### src/rtl/imc_pkg.sv
// Shared types, widths and constants of the IMU motion classifier.
package imc_pkg;

    localparam int SAMPLE_BITS   = 24;
    localparam int FRACTION_BITS = 16;

    // Weights (lpf_weight, time_step) are always Q16.
    localparam int WEIGHT_W   = 17;
    localparam int WEIGHT_ONE = 65536;
    localparam int Q16_SHIFT  = 16;
    localparam int ROUND_HALF = 32768;
    localparam int BAND_W     = 23;

    localparam int CFG_IDX_W  = 3;
    localparam int CFG_DATA_W = 23;

    localparam int NUM_AXES  = 3;
    localparam int AXIS_W    = 2;
    localparam int AXIS_LAST = NUM_AXES - 1;

    // Sum of three squares fits 2*SAMPLE_BITS; its root fits SAMPLE_BITS.
    localparam int ROOT_W = SAMPLE_BITS;
    localparam int SQ_W   = 2 * SAMPLE_BITS;
    localparam int REM_W  = ROOT_W + 2;
    localparam int ACC_W  = WEIGHT_W + ROOT_W + 1;

    // Signed time step times yaw rate; also wide enough for the heading sum.
    localparam int PROD_W = WEIGHT_W + 1 + SAMPLE_BITS;

    localparam int WIDE_BITS = (SAMPLE_BITS > FRACTION_BITS) ? SAMPLE_BITS : FRACTION_BITS;
    localparam int CMP_W     = ((WIDE_BITS > BAND_W) ? WIDE_BITS : BAND_W) + 3;

    localparam int CNT_W     = $clog2(SAMPLE_BITS);
    localparam int ROOT_LAST = ROOT_W - 1;

    // Heading word: heading * WORD_SCALE / 2^(16 + FRACTION_BITS), toward zero.
    localparam int WORD_SCALE = 341772207;
    localparam int SCALE_W    = 30;
    localparam int HEAD_W     = 32;
    localparam int WPROD_W    = HEAD_W + SCALE_W;
    localparam int WSHIFT     = 16 + FRACTION_BITS;
    localparam int WORD_W     = 16;

    typedef enum logic [CFG_IDX_W-1:0] {
        CFG_LPF_WEIGHT       = 3'd0,
        CFG_STILL_ACCEL_BAND = 3'd1,
        CFG_STILL_GYRO_BAND  = 3'd2,
        CFG_CURVE_RATE       = 3'd3,
        CFG_SLOPE_BAND       = 3'd4,
        CFG_TIME_STEP        = 3'd5
    } t_cfg_idx;

    localparam int OP_SAMPLE      = 0;
    localparam int OP_SET_HEADING = 1;

    typedef struct packed {
        logic                          op;
        logic signed [SAMPLE_BITS-1:0] gyro_x;
        logic signed [SAMPLE_BITS-1:0] gyro_y;
        logic signed [SAMPLE_BITS-1:0] gyro_z;
        logic signed [SAMPLE_BITS-1:0] accel_x;
        logic signed [SAMPLE_BITS-1:0] accel_y;
        logic signed [SAMPLE_BITS-1:0] accel_z;
        logic signed [SAMPLE_BITS-1:0] slow_gyro_x;
        logic signed [SAMPLE_BITS-1:0] slow_gyro_y;
        logic signed [SAMPLE_BITS-1:0] slow_gyro_z;
        logic signed [HEAD_W-1:0]      new_heading;
    } t_in;

    typedef struct packed {
        logic                     stopped;
        logic                     curving;
        logic                     on_slope;
        logic signed [HEAD_W-1:0] heading_rad;
        logic signed [WORD_W-1:0] heading_word;
    } t_out;

    // Configuration as seen by the datapath, weights already clamped to one.
    typedef struct packed {
        logic [WEIGHT_W-1:0] lpf_weight;
        logic [BAND_W-1:0]   still_accel_band;
        logic [BAND_W-1:0]   still_gyro_band;
        logic [BAND_W-1:0]   curve_rate;
        logic [BAND_W-1:0]   slope_band;
        logic [WEIGHT_W-1:0] time_step;
    } t_cfg;

    typedef struct packed {
        logic              load;
        logic              sq_step;
        logic [AXIS_W-1:0] sq_idx;
        logic              root_step;
        logic              avg_a;
        logic              avg_b;
        logic              eval;
        logic              head;
        logic              word;
        logic              out_load;
    } t_dp_cmd;

    typedef enum logic [3:0] {
        S_IDLE,
        S_SQ,
        S_ROOT,
        S_AVG_A,
        S_AVG_B,
        S_EVAL,
        S_HEAD,
        S_WORD,
        S_DONE
    } t_state;

endpackage

### src/rtl/imc_cfg.sv
// Configuration register file with weight clamping.
module imc_cfg import imc_pkg::*; (
    input  logic                  i_clk,
    input  logic                  i_rst_n,
    input  logic                  i_cfg_valid,
    output logic                  o_cfg_ready,
    input  logic [CFG_IDX_W-1:0]  i_cfg_index,
    input  logic [CFG_DATA_W-1:0] i_cfg_data,
    output t_cfg                  o_cfg
);

    logic [WEIGHT_W-1:0] r_lpf_weight;
    logic [BAND_W-1:0]   r_still_accel_band;
    logic [BAND_W-1:0]   r_still_gyro_band;
    logic [BAND_W-1:0]   r_curve_rate;
    logic [BAND_W-1:0]   r_slope_band;
    logic [WEIGHT_W-1:0] r_time_step;

    assign o_cfg_ready = 1'b1;

    always_ff @(posedge i_clk) begin
        if (!i_rst_n) begin
            r_lpf_weight       <= WEIGHT_W'(655);
            r_still_accel_band <= BAND_W'(1311);
            r_still_gyro_band  <= BAND_W'(343);
            r_curve_rate       <= BAND_W'(114368);
            r_slope_band       <= BAND_W'(6554);
            r_time_step        <= WEIGHT_W'(655);
        end else if (i_cfg_valid) begin
            unique case (t_cfg_idx'(i_cfg_index))
                CFG_LPF_WEIGHT:       r_lpf_weight       <= i_cfg_data[WEIGHT_W-1:0];
                CFG_STILL_ACCEL_BAND: r_still_accel_band <= i_cfg_data[BAND_W-1:0];
                CFG_STILL_GYRO_BAND:  r_still_gyro_band  <= i_cfg_data[BAND_W-1:0];
                CFG_CURVE_RATE:       r_curve_rate       <= i_cfg_data[BAND_W-1:0];
                CFG_SLOPE_BAND:       r_slope_band       <= i_cfg_data[BAND_W-1:0];
                CFG_TIME_STEP:        r_time_step        <= i_cfg_data[WEIGHT_W-1:0];
                default: ;
            endcase
        end
    end

    // Weights above one act as one.
    always_comb begin
        o_cfg.lpf_weight       = (r_lpf_weight > WEIGHT_W'(WEIGHT_ONE))
                               ? WEIGHT_W'(WEIGHT_ONE) : r_lpf_weight;
        o_cfg.time_step        = (r_time_step > WEIGHT_W'(WEIGHT_ONE))
                               ? WEIGHT_W'(WEIGHT_ONE) : r_time_step;
        o_cfg.still_accel_band = r_still_accel_band;
        o_cfg.still_gyro_band  = r_still_gyro_band;
        o_cfg.curve_rate       = r_curve_rate;
        o_cfg.slope_band       = r_slope_band;
    end

endmodule

### config.mk
export PLATFORM = sky130hd
export DESIGN_NAME = imc_cfg
export DESIGN_NICKNAME = d
export VERILOG_FILES = /design/src/rtl/imc_pkg.sv /design/src/rtl/imc_cfg.sv
export SDC_FILE = /design/constraint.sdc
export NUM_CORES = 1
export LEC_CHECK = 0
export BUFFER_PORTS_ARGS = -buffer_cell sky130_fd_sc_hd__clkbuf_2
export CAP_MARGIN = 20
export CELL_PAD_IN_SITES_DETAIL_PLACEMENT = 0
export CELL_PAD_IN_SITES_GLOBAL_PLACEMENT = 2
export CORE_MARGIN = 2
export CORE_UTILIZATION = 29
export CTS_CLUSTER_SIZE = 14
export DETAILED_ROUTE_END_ITERATION = 8
export PLACE_DENSITY = 0.83
export SETUP_SLACK_MARGIN = 0.05
export SLEW_MARGIN = 10
export SYNTH_ARGS = -nofsm -noshare
export SYNTH_HDL_FRONTEND = slang
export SYNTH_SLANG_ARGS = --single-unit
### constraint.sdc
create_clock -name i_clk -period 1.6 [get_ports i_clk]
set_clock_uncertainty 0.1 [all_clocks]
set_input_delay 0.16 -clock i_clk [delete_from_list [all_inputs] [get_ports i_clk]]
set_output_delay 0.16 -clock i_clk [all_outputs]
set_load 0.005 [all_outputs]
== Word level (Yosys, flattened, before mapping) ==
Index checks and enable logic that the tools add are counted.
Word-level totals
  input port bits: 29
  output and inout bits: 127
  bits in registers: 126
Cells by class
  reduce and logical (&&, ||, !) cells: 7
  muxes and demuxes: 2
  $lt $le $gt $ge: 2
  eq/ne operators: 5
Operators by type and width (number)
  17-bit greater-than comparator (second input constant): 2
  17-bit 2-to-1 mux: 2
  2-bit AND reduction: 6
  3-bit by 2-bit == test with 1-bit output (second input constant): 2
  3-bit == test (second input constant): 2
  3-bit by 1-bit == test with 1-bit output (second input constant): 1
  3-bit logical NOT: 1

== Depth between registers and ports, before layout ==
  word-level depth: 2
  mapped depth: 6
  gate-level depth less buffers: 3

== Worst setup path before layout ==
No wires, ideal clock.
  path kind: register to output
  from: reg r_lpf_weight[16]
  to: out o_cfg[121] (netlist bit)
  data arrival time: 1162 ps
  buffers on the path: 0
  cell stages (with the launch flop): 4
  setup slack: 178 ps
  data required time: 1340 ps
  cells stage by stage: dfxtp_1 -> inv_1 -> a41oi_1 -> and2b_1
RTL lines
  start: declaration: RTL line imc_cfg.sv:12  | logic [WEIGHT_W-1:0] r_lpf_weight;
  start signal: assignment: RTL line imc_cfg.sv:31  | CFG_LPF_WEIGHT: r_lpf_weight <= i_cfg_data[WEIGHT_W-1:0];
  end: declaration: RTL line imc_cfg.sv:9  | output t_cfg o_cfg

==> results.py <==
metrics = {
    "clock_network": {
        "cts-root-buf": "clkbuf_16",
        "cts_tree": "yes",
        "cts_buffers": 17,
        "max-clock-path-buffers": 2,
        "numClockSinks": 126,
        "clkLatencyLatePin_ns": 0.41,
        "htreeDepth": 4,
        "clk_pin_slew_ns": 0.05,
    },
    "drt": {
        "viasPerCell": 4.60,
        "ant_nets": 0,
        "num_vias": 4651,
        "wire_per_inst_um": 16.3,
        "dr.pass1.iters": 5,
        "drt_iter0_markers": 156,
        "routed_wl_um": 16500,
        "drc": 0,
    },
    "yosys": {
        "ys_types": 22,
        "synthFlopType": "dfxtp_1",
        "yosys_warnings": 0,
        "synth_seq_cells": 126,
        "ys_seq_area_share_pct": 50.6,
        "syn_area_per_cell_um2": 8.24,
        "synth_edf_count": 0,
        "synthesis.area_um2": 4980,
        "async_reset_ff_share_pct": 0,
        "syn_nets": 634,
        "netlist_instances": 605,
    },
    "floorplanning": {
        "io_pins": 156,
        "die_x_um": 135,
        "start_util_pct": 29.8,
        "core_um2": 16700,
        "die_y_um": 135,
        "dieArea_um2": 18200,
        "rows": 47,
    },
    "grt": {
        "antenna_found_initial": 0,
        "grt_pass1_vias": 4477,
        "grt_usage_pct": 18.2,
        "grt.busiest_layer": "met2",
        "use_met3_pct": 6.68,
        "gr-usage-met2_pct": 28.2,
        "grt_pass1_wl_um": 25000,
        "grt_max_degree": 46,
        "overflow": 0,
        "use_met1_pct": 22.7,
    },
    "placed_design": {
        "dp.final_hpwl_um": 11500,
        "routabilityCongestion": 0.746,
        "numPortBuffers": 154,
        "place_inst": 969,
    },
    "finish": {
        "diodes": 0,
        "nets": 809,
        "layout.cells.non_filler": 1010,
        "final_common_cell": "nand2_1",
        "drive_gt1_share_pct": 31.9,
        "nFillCells": 1739,
        "syn_to_final_growth_pct": 41.2,
        "multi_input_area_um2": 2380,
        "final_cell_mix": "nand2_1, clkbuf_2, dfxtp_1, a21boi_1, nand3_1",
        "final_core_util_pct": 42.1,
        "seqCellArea_um2": 2540,
    },
    "sta": {
        "finalCriticalPeriod_ns": 1.98,
        "finalHoldViolations": 0,
        "finalCritPeriodShare_pct": 124,
        "fmaxAchievable_mhz": 505,
        "hold_ws_ns": 0.0105,
        "setup_viol": 20,
        "final_max_slew_viol_count": 0,
        "rsz0062_at_grt": "true",
        "final.setup.worst_slack_ns": -0.378,
    },
    "pwr": {
        "power_frac_seq_pct": 42.0,
        "combPwrFrac_pct": 7.5,
        "leakage_nw": 3.08,
        "ir_drop_v": 0.000666,
        "p_per_area_nw_per_um2": 1110,
        "swShare_pct": 21.8,
        "power.internal_mw": 6.11,
        "power_frac_clock_pct": 50.5,
        "p_sw_mw": 1.70,
    },
    "critical_path": {
        "crit_path_end_kind": "primary output",
        "r2r-end": "r_time_step[16]$_SDFFE_PN0P_",
        "reg2regPathDepth": 3,
        "crit_fanout": 3,
        "cp-start-kind": "flip-flop",
        "r2r_slack_ns": 0.73,
        "required_ns": 1.34,
        "r2r_start": "r_time_step[16]$_SDFFE_PN0P_",
        "crit_arrival_ns": 1.72,
        "worstSetupPathType": "reg -> out",
    },
    "hold_path": {
        "whs_endpoint": "r_still_gyro_band[14]$_SDFFE_PN0P_",
        "hp-class": "in -> reg",
        "hold_depth": 3,
        "hp-start": "i_cfg_data[14]",
    },
    "outcome": {
        "status": "finished with violations",
        "violations": "setup timing",
    },
    "flow_run": {
        "drv_cap": 0,
    },
}
## per-stage QoR
step | power, mW | worst slack (ns) | area, um^2 | TNS, ns
floorplan | 3.60 | 0.178 | 4980 | 0
global placement | 3.89 | -0.0716 | 6150 | -0.213
detailed placement | 3.90 | -0.143 | 6150 | -1.00
CTS | 7.91 | -0.388 | 6960 | -6.49
global route | 8.10 | -0.443 | 7040 | -7.58
finish | 7.81 | -0.378 | 7040 | -6.00
## cell families after synthesis
kind of cell	count (synthesis)	share of synthesized area (%)
simple gates	345	31.1
flops	126	50.6
compound gates	87	13.5
buf+inv	46	4.70
other cells	1	0.0753
## cell usage after synthesis (3+ instances only)
library cell | count | area, um^2
clkbuf_1 | 16 | 60.1
and4bb_2 | 3 | 37.5
nor4_1 | 8 | 50.1
buf_6 | 3 | 33.8
a21boi_2 | 4 | 45.0
nand3_1 | 41 | 205
a21boi_1 | 65 | 488
buf_4 | 3 | 22.5
buf_2 | 22 | 110
nand2_1 | 252 | 946
nor2b_1 | 26 | 163
and2b_1 | 6 | 45.0
nand4bb_1 | 3 | 33.8
dfxtp_1 | 126 | 2520
a21boi_0 | 16 | 120
## power by group through the flow
stage	sequential, mW	combinational [mW]	clock, mW
2_1_floorplan	3.33	0.262	0
3_3_place_gp	3.33	0.553	0
3_5_place_dp	3.34	0.561	0
4_1_cts	3.28	0.590	4.04
5_1_grt	3.29	0.643	4.17
6_report	3.28	0.585	3.94
## how the worst max path moves through the flow
| stage | cells after the start | from | endpoint | slack (ns) |
|---|---|---|---|---|
| final | 5 | r_time_step[14]$_SDFFE_PN0P_ | o_cfg[6] | -0.38 |
| after floorplan | 3 | r_lpf_weight[16]$_SDFFE_PN0P_ | o_cfg[121] | 0.18 |
| after CTS | 5 | r_time_step[7]$_SDFFE_PN1P_ | o_cfg[8] | -0.39 |
| after global placement | 4 | r_lpf_weight[0]$_SDFFE_PN1P_ | o_cfg[122] | -0.07 |
| after detailed placement | 4 | r_lpf_weight[11]$_SDFFE_PN0P_ | o_cfg[122] | -0.14 |
| after global routing | 5 | r_time_step[14]$_SDFFE_PN0P_ | o_cfg[6] | -0.44 |
## repair_timing
| item | 4_1_cts | 5_1_grt |
|---|---|---|
| setup endpoints to repair | 20 | 20 |
| hold buffers | 10 | 0 |
| setup buffers | 0 | 1 |
| gates cloned | 1 | 0 |
| endpoints found under the hold margin | 30 | 0 |
| gates resized for setup | 17 | 35 |
| pin swaps | 8 | 6 |
## state kept, by name (all words and copies together), names as in the netlist
name	flops
r_curve_rate	23
r_slope_band	23
r_still_accel_band	23
r_still_gyro_band	23
r_lpf_weight	17
r_time_step	17
## area by class of cell
cell class                 instances  share of cell area [%]
sequential                       126                    36.1
multi-input combinational        434                    33.8
timing repair buffer             199                    17.4
clock buffer                      23                    7.08
tap                              220                    3.91
clock inverter                     6                    1.53
inverter                           2                   0.107
## worst max-delay path, cell delays in order, from the launching register on
cell and delay, ns:
dfxtp_1 0.32, nor4_2 0.32, a41oi_2 0.19, buf_4 0.18, and2b_1 0.19, clkbuf_2 0.11
## routing by layer
layer	part of all wire, %	vias up	wire length [um]
met4	1.5	0	242
met3	7.6	15	1250
met5	0	-	0
li1	-	2328	-
met1	45	2171	7390
met2	46	137	7610
(Power assumes the default switching activity.)
