===== src/rtl/imc_pkg.sv =====
// Shared types, widths and constants of the IMU motion classifier.
package imc_pkg;

    localparam int SAMPLE_BITS   = 24;
    localparam int FRACTION_BITS = 16;

    // Weights (lpf_weight, time_step) are always Q16.
    localparam int WEIGHT_W   = 17;
    localparam int WEIGHT_ONE = 65536;
    localparam int Q16_SHIFT  = 16;
    localparam int ROUND_HALF = 32768;
    localparam int BAND_W     = 23;

    localparam int CFG_IDX_W  = 3;
    localparam int CFG_DATA_W = 23;

    localparam int NUM_AXES  = 3;
    localparam int AXIS_W    = 2;
    localparam int AXIS_LAST = NUM_AXES - 1;

    // Sum of three squares fits 2*SAMPLE_BITS; its root fits SAMPLE_BITS.
    localparam int ROOT_W = SAMPLE_BITS;
    localparam int SQ_W   = 2 * SAMPLE_BITS;
    localparam int REM_W  = ROOT_W + 2;
    localparam int ACC_W  = WEIGHT_W + ROOT_W + 1;

    // Signed time step times yaw rate; also wide enough for the heading sum.
    localparam int PROD_W = WEIGHT_W + 1 + SAMPLE_BITS;

    localparam int WIDE_BITS = (SAMPLE_BITS > FRACTION_BITS) ? SAMPLE_BITS : FRACTION_BITS;
    localparam int CMP_W     = ((WIDE_BITS > BAND_W) ? WIDE_BITS : BAND_W) + 3;

    localparam int CNT_W     = $clog2(SAMPLE_BITS);
    localparam int ROOT_LAST = ROOT_W - 1;

    // Heading word: heading * WORD_SCALE / 2^(16 + FRACTION_BITS), toward zero.
    localparam int WORD_SCALE = 341772207;
    localparam int SCALE_W    = 30;
    localparam int HEAD_W     = 32;
    localparam int WPROD_W    = HEAD_W + SCALE_W;
    localparam int WSHIFT     = 16 + FRACTION_BITS;
    localparam int WORD_W     = 16;

    typedef enum logic [CFG_IDX_W-1:0] {
        CFG_LPF_WEIGHT       = 3'd0,
        CFG_STILL_ACCEL_BAND = 3'd1,
        CFG_STILL_GYRO_BAND  = 3'd2,
        CFG_CURVE_RATE       = 3'd3,
        CFG_SLOPE_BAND       = 3'd4,
        CFG_TIME_STEP        = 3'd5
    } t_cfg_idx;

    localparam int OP_SAMPLE      = 0;
    localparam int OP_SET_HEADING = 1;

    typedef struct packed {
        logic                          op;
        logic signed [SAMPLE_BITS-1:0] gyro_x;
        logic signed [SAMPLE_BITS-1:0] gyro_y;
        logic signed [SAMPLE_BITS-1:0] gyro_z;
        logic signed [SAMPLE_BITS-1:0] accel_x;
        logic signed [SAMPLE_BITS-1:0] accel_y;
        logic signed [SAMPLE_BITS-1:0] accel_z;
        logic signed [SAMPLE_BITS-1:0] slow_gyro_x;
        logic signed [SAMPLE_BITS-1:0] slow_gyro_y;
        logic signed [SAMPLE_BITS-1:0] slow_gyro_z;
        logic signed [HEAD_W-1:0]      new_heading;
    } t_in;

    typedef struct packed {
        logic                     stopped;
        logic                     curving;
        logic                     on_slope;
        logic signed [HEAD_W-1:0] heading_rad;
        logic signed [WORD_W-1:0] heading_word;
    } t_out;

    // Configuration as seen by the datapath, weights already clamped to one.
    typedef struct packed {
        logic [WEIGHT_W-1:0] lpf_weight;
        logic [BAND_W-1:0]   still_accel_band;
        logic [BAND_W-1:0]   still_gyro_band;
        logic [BAND_W-1:0]   curve_rate;
        logic [BAND_W-1:0]   slope_band;
        logic [WEIGHT_W-1:0] time_step;
    } t_cfg;

    typedef struct packed {
        logic              load;
        logic              sq_step;
        logic [AXIS_W-1:0] sq_idx;
        logic              root_step;
        logic              avg_a;
        logic              avg_b;
        logic              eval;
        logic              head;
        logic              word;
        logic              out_load;
    } t_dp_cmd;

    typedef enum logic [3:0] {
        S_IDLE,
        S_SQ,
        S_ROOT,
        S_AVG_A,
        S_AVG_B,
        S_EVAL,
        S_HEAD,
        S_WORD,
        S_DONE
    } t_state;

endpackage


===== src/rtl/imc_ctrl.sv =====
// Sequencer that steps the datapath through one item and owns the input and output handshakes.
module imc_ctrl import imc_pkg::*; (
    input  logic    i_clk,
    input  logic    i_rst_n,
    input  logic    i_in_valid,
    input  logic    i_in_op,
    output logic    o_in_ready,
    output logic    o_out_valid,
    input  logic    i_out_ready,
    output t_dp_cmd o_cmd
);

    t_state           r_state, n_state;
    logic [CNT_W-1:0] r_cnt, n_cnt;
    logic             r_out_valid, n_out_valid;
    logic             slot_free;

    assign slot_free = !r_out_valid || i_out_ready;

    always_ff @(posedge i_clk) begin
        if (!i_rst_n) begin
            r_state     <= S_IDLE;
            r_cnt       <= '0;
            r_out_valid <= 1'b0;
        end else begin
            r_state     <= n_state;
            r_cnt       <= n_cnt;
            r_out_valid <= n_out_valid;
        end
    end

    // Next state
    always_comb begin
        n_state = r_state;
        n_cnt   = r_cnt;
        unique case (r_state)
            S_IDLE: begin
                n_cnt = '0;
                if (i_in_valid) begin
                    n_state = (i_in_op == 1'(OP_SET_HEADING)) ? S_WORD : S_SQ;
                end
            end
            S_SQ: begin
                if (r_cnt == CNT_W'(AXIS_LAST)) begin
                    n_state = S_ROOT;
                    n_cnt   = '0;
                end else begin
                    n_cnt = r_cnt + CNT_W'(1);
                end
            end
            S_ROOT: begin
                if (r_cnt == CNT_W'(ROOT_LAST)) begin
                    n_state = S_AVG_A;
                end else begin
                    n_cnt = r_cnt + CNT_W'(1);
                end
            end
            S_AVG_A: n_state = S_AVG_B;
            S_AVG_B: n_state = S_EVAL;
            S_EVAL:  n_state = S_HEAD;
            S_HEAD:  n_state = S_WORD;
            S_WORD:  n_state = S_DONE;
            S_DONE: begin
                if (slot_free) begin
                    n_state = S_IDLE;
                end
            end
            default: n_state = S_IDLE;
        endcase
    end

    // Outputs
    always_comb begin
        o_cmd      = '0;
        o_in_ready = 1'b0;
        unique case (r_state)
            S_IDLE: begin
                o_in_ready = 1'b1;
                o_cmd.load = i_in_valid;
            end
            S_SQ: begin
                o_cmd.sq_step = 1'b1;
                o_cmd.sq_idx  = r_cnt[AXIS_W-1:0];
            end
            S_ROOT:  o_cmd.root_step = 1'b1;
            S_AVG_A: o_cmd.avg_a     = 1'b1;
            S_AVG_B: o_cmd.avg_b     = 1'b1;
            S_EVAL:  o_cmd.eval      = 1'b1;
            S_HEAD:  o_cmd.head      = 1'b1;
            S_WORD:  o_cmd.word      = 1'b1;
            S_DONE:  o_cmd.out_load  = slot_free;
            default: ;
        endcase
    end

    // Hold the result until its transfer; a new result may replace a taken one.
    always_comb begin
        if (o_cmd.out_load) begin
            n_out_valid = 1'b1;
        end else if (i_out_ready) begin
            n_out_valid = 1'b0;
        end else begin
            n_out_valid = r_out_valid;
        end
    end

    assign o_out_valid = r_out_valid;

    a_set_heading_short: assert property (@(posedge i_clk) disable iff (!i_rst_n)
        (i_in_valid && o_in_ready && i_in_op) |=> (r_state == S_WORD))
        else $error("set-heading item did not go straight to the word multiply");

    a_sample_start: assert property (@(posedge i_clk) disable iff (!i_rst_n)
        (i_in_valid && o_in_ready && !i_in_op) |=> (r_state == S_SQ && r_cnt == '0))
        else $error("sample item did not start the squares at axis zero");

    a_root_length: assert property (@(posedge i_clk) disable iff (!i_rst_n)
        (r_state == S_ROOT && r_cnt == CNT_W'(ROOT_LAST)) |=> (r_state == S_AVG_A))
        else $error("square root ran past its last digit");

    a_result_shown: assert property (@(posedge i_clk) disable iff (!i_rst_n)
        o_cmd.out_load |=> (o_out_valid && r_state == S_IDLE))
        else $error("loaded result not presented");

endmodule


===== config.mk =====
export PLATFORM = sky130hd
export DESIGN_NAME = imc_ctrl
export DESIGN_NICKNAME = d
export VERILOG_FILES = /design/src/rtl/imc_pkg.sv /design/src/rtl/imc_ctrl.sv
export SDC_FILE = /design/constraint.sdc
export NUM_CORES = 1
export LEC_CHECK = 0
export ABC_AREA = 1
export BUFFER_PORTS_ARGS = -buffer_cell sky130_fd_sc_hd__buf_2
export CAP_MARGIN = 5
export CORE_MARGIN = 1
export CORE_UTILIZATION = 35
export CTS_BUF_LIST = sky130_fd_sc_hd__clkbuf_2
export CTS_CLUSTER_SIZE = 40
export DETAILED_ROUTE_END_ITERATION = 10
export PLACE_DENSITY_LB_ADDON = 0.15
export SLEW_MARGIN = 25
export SYNTH_ARGS = -nofsm -noshare
export SYNTH_HDL_FRONTEND = slang
export SYNTH_SLANG_ARGS = --single-unit
export TNS_END_PERCENT = 50

===== constraint.sdc =====
create_clock -name i_clk -period 2.5 [get_ports i_clk]
set_input_delay 0.25 -clock i_clk [delete_from_list [all_inputs] [get_ports i_clk]]
set_output_delay 0.25 -clock i_clk [all_outputs]
set_load 0.1 [all_outputs]

Yosys cells after proc, flatten, opt, wreduce, memory -nomap -nowiden
Index checks and enable logic that the tools add are counted.
Widths: inputs -> output; s select.
- register bits after elaboration: 10
- input port bits: 5
- output and inout port bits: 13
- $add $sub $neg: 1
- eq/ne operators: 15
- multiplexer cells: 21
- reduce and logical (&&, ||, !) cells: 7
- operators by type and width (kind ; number):
    $pmux 4 s9 ; 1
    $eq 4x3->1 const B ; 4
    $mux 4 ; 4
    $pmux 5 s3 ; 1
    $mux 1 ; 11
    $mux 5 ; 2
    $ne 2x2->1 const B ; 5
    $eq 4x2->1 const B ; 2
    $mux 3 ; 2
    $add 5x1->5 const B ; 1
    $eq 5x2->1 const B ; 1
    $eq 5x5->1 const B ; 1
    $eq 4x1->1 const B ; 1
    $eq 4x4->1 const B ; 1
    $logic_not 4->1 ; 1
    $reduce_and 4->1 ; 1
    $reduce_bool 3->1 ; 1
    $reduce_and 2->1 ; 1
    $reduce_bool 2->1 ; 1
    $logic_not 1->1 ; 1
    $logic_or 1x1->1 ; 1

Logic depth before layout (Yosys ltp)
- depth after elaboration: 4
- gate-level depth with buffers: 11
- mapped depth without buffers: 11

Worst setup path after synthesis
No wires, ideal clock.
- path type: flip-flop to output port
- start point: reg r_state[0]
- end point: out o_cmd[7] (netlist bit)
- arrival time: 2454 ps
- data required time: 2250 ps
- path slack: -204 ps
- cell stages (with the launch flop): 5
- path buffers: 0
- cells stage by stage: dfxtp_1 > nand2_2 > nor2_4 > inv_1 > nor2_1
- RTL lines (what ; line ; source):
    start: declaration ; imc_ctrl.sv:13 ; t_state r_state, n_state;
    start signal: assignment ; imc_ctrl.sv:26 ; r_state <= n_state;
    end: declaration ; imc_ctrl.sv:10 ; output t_dp_cmd o_cmd

==> results.sh <==
export IMPL_cellPowerDensity_nw_per_um2=1370
export IMPL_rsz0062_at_grt="false"
export IMPL_start_util_pct=37.7
export IMPL_htree_num_levels=1
export IMPL_antenna_found_initial=0
export IMPL_period_needed_ns=1.89
export IMPL_die_height_um=48.2
export IMPL_nNetsFinal=146
export IMPL_floorplan_die_width_um=48.2
export IMPL_fin_skew_ns=0.0105
export IMPL_track_usage_pct=15.3
export IMPL_overflow=0
export IMPL_yosysSeqAreaShare_pct=26.8
export IMPL_firstDrtPassIters=4
export IMPL_core_um2=1980
export IMPL_clk_path_buf_depth=2
export IMPL_synth_edf_count=0
export IMPL_port_buffers=17
export IMPL_worstSetupStartpointType="flop"
export IMPL_final_common_cell="nor2_1"
export IMPL_leakage_nw=0.441
export IMPL_finalCritPeriodShare_pct=75.4
export IMPL_tightest_slew_ns=0.484
export IMPL_via_per_inst=4.49
export IMPL_drc=0
export IMPL_crit_start="r_state[1]"
export IMPL_antenna_left=0
export IMPL_relSlewSlack_pct=67.9
export IMPL_ys_ff_latch=10
export IMPL_fmax_mhz=530
export IMPL_synth_cell_types=24
export IMPL_drive_gt1_share_pct=31.2
export IMPL_slew_viol_final=0
export IMPL_irDropWorstVdd_mv=0.833
export IMPL_diodes=0
export IMPL_total_power_mw=1.20
export IMPL_grt_max_degree=8
export IMPL_num_rows=16
export IMPL_worstRegToRegCells=9
export IMPL_die_area_um2=2320
export IMPL_yosysWarnings=0
export IMPL_dr_total_vias=741
export IMPL_status="finished, final reports clean"
export IMPL_min_delay_start="i_rst_n"
export IMPL_dp_cells=161
export IMPL_yosys_top_cells_area="dfxtp_1, nor2_1, nand2_1"
export IMPL_syn_num_nets=125
export IMPL_cts_clk_slew_worst_paths_ns=0.10
export IMPL_wl_mm=1.56
export IMPL_avgSynthCellArea_um2=6.33
export IMPL_netlist_instances=118
export IMPL_clock_root_buffer="clkbuf_2"
export IMPL_timing_max_cap_violations=0
export IMPL_cts_hold_buffers=0
export IMPL_async_flop_share_pct=0
export IMPL_synth_largest_area_cell="dfxtp_1"
export IMPL_r2r_start="r_cnt[0]"
export IMPL_wl_per_cell_um=9.44
export IMPL_worstSetupPathType="flop to output pin"
export IMPL_initialDrtViolationCount=18
export IMPL_cts_tree="done"
export IMPL_worstPathRequired_ns=2.25
export IMPL_boundaryPins=18
export IMPL_synth_top_area_share_pct=26.8
export IMPL_synth_area_um2=747
export IMPL_cts_setup_buffers=0
export IMPL_dp_hpwl_mm=1.25
export IMPL_n_fill_cell=213
export IMPL_crit_fanout=7
export IMPL_hold_class="primary input to flop"
export IMPL_final_cells=165
export IMPL_setup_viol=0
export IMPL_cts_buffers=3
export IMPL_end_kind="output pin"
export IMPL_ctsResizeCount=0
export IMPL_hold_violations=0
export IMPL_ys_flop_type="dfxtp_1"
export IMPL_worst_hold_path_num_cells=3
export IMPL_grt_pass1_vias=553
export IMPL_area_growth_pct=17.4
export IMPL_insertion_delay_ns=0.26
export IMPL_place_gp_congestion=0.791
export IMPL_layout_common_cells="nor2_1, nand2_1, inv_1, buf_2, dfxtp_1"
export IMPL_worstPathArrival_ns=1.64
export IMPL_grt_pass1_wl_mm=2.38
export IMPL_clkSinkCount=10
-- worst max-delay path: stages, from the launching register on --
cell,delay (ns)
dfxtp_1,0.40
nor2_2,0.20
inv_2,0.07
nor4_2,0.24
buf_2,0.47
-- layer usage --
metal,vias up,global-route usage (%),routed length (µm)
met1,321,22.6,789
met5,-,0,0
met3,2,6.67,73
li1,405,-,-
met2,13,18.7,672
met4,0,6.67,23
-- worst paths after layout --
path	slack, ns	to
min	0.27	r_state[1]
max reg2reg	1.12	r_cnt[3]
max	0.61	o_cmd[0]
min reg2reg	0.49	r_cnt[0]
-- logic make-up after synthesis --
| kind of cell | synth area share [%] |
|---|---|
| AOI/OAI and AO/OA | 7.54 |
| adders and majority gates | 3.35 |
| buffers and inverters | 12.4 |
| DFF | 26.8 |
| and+or+nand+nor | 49.9 |
-- flip-flops by register name (all words and copies together), names as in the netlist --
register,flops
r_state,4
r_cnt,5
o_out_valid,1
-- cells in the mapped netlist (2+ instances only) --
master / n
dfxtp_1: 10
nand2_2: 4
nor2_1: 27
nor2_4: 2
nand3_1: 5
inv_2: 4
nand2_1: 23
inv_1: 17
a21oi_1: 3
nor3_1: 2
nand3_2: 2
ha_1: 2
nor2_2: 3
nand2_4: 4
-- layout make-up --
type	count	area, µm²	area share (%)
Clock buffer	3	15.0	1.71
Sequential cell	10	200	22.8
Multi-Input combinational cell	85	454	51.8
Tap cell	27	33.8	3.85
Inverter	22	85.1	9.70
Clock inverter	1	3.75	0.428
Timing Repair Buffer	17	85.1	9.70
-- through the flow --
stage	TNS (ns)	worst slack (ns)	cell area (µm²)	hold slack [ns]	util, %
2_1_floorplan	-0.408	-0.204	747	0.370	-
3_3_place_gp	0	0.945	858	0.481	43.3
3_5_place_dp	0	0.913	858	0.484	43.3
4_1_cts	0	0.606	877	0.258	44.3
5_1_grt	0	0.434	877	0.254	44.3
6_report	0	0.615	877	0.271	44.3
-- power by group --
part	leakage (nW)	internal [mW]	total (mW)	switching, mW
clock	0.0140	0.0347	0.0945	0.0597
sequential	0.0815	0.193	0.240	0.0477
combinational	0.345	0.190	0.864	0.674
total	0.441	0.418	1.20	0.781
Note: power is estimated with default switching activity, not from simulation.
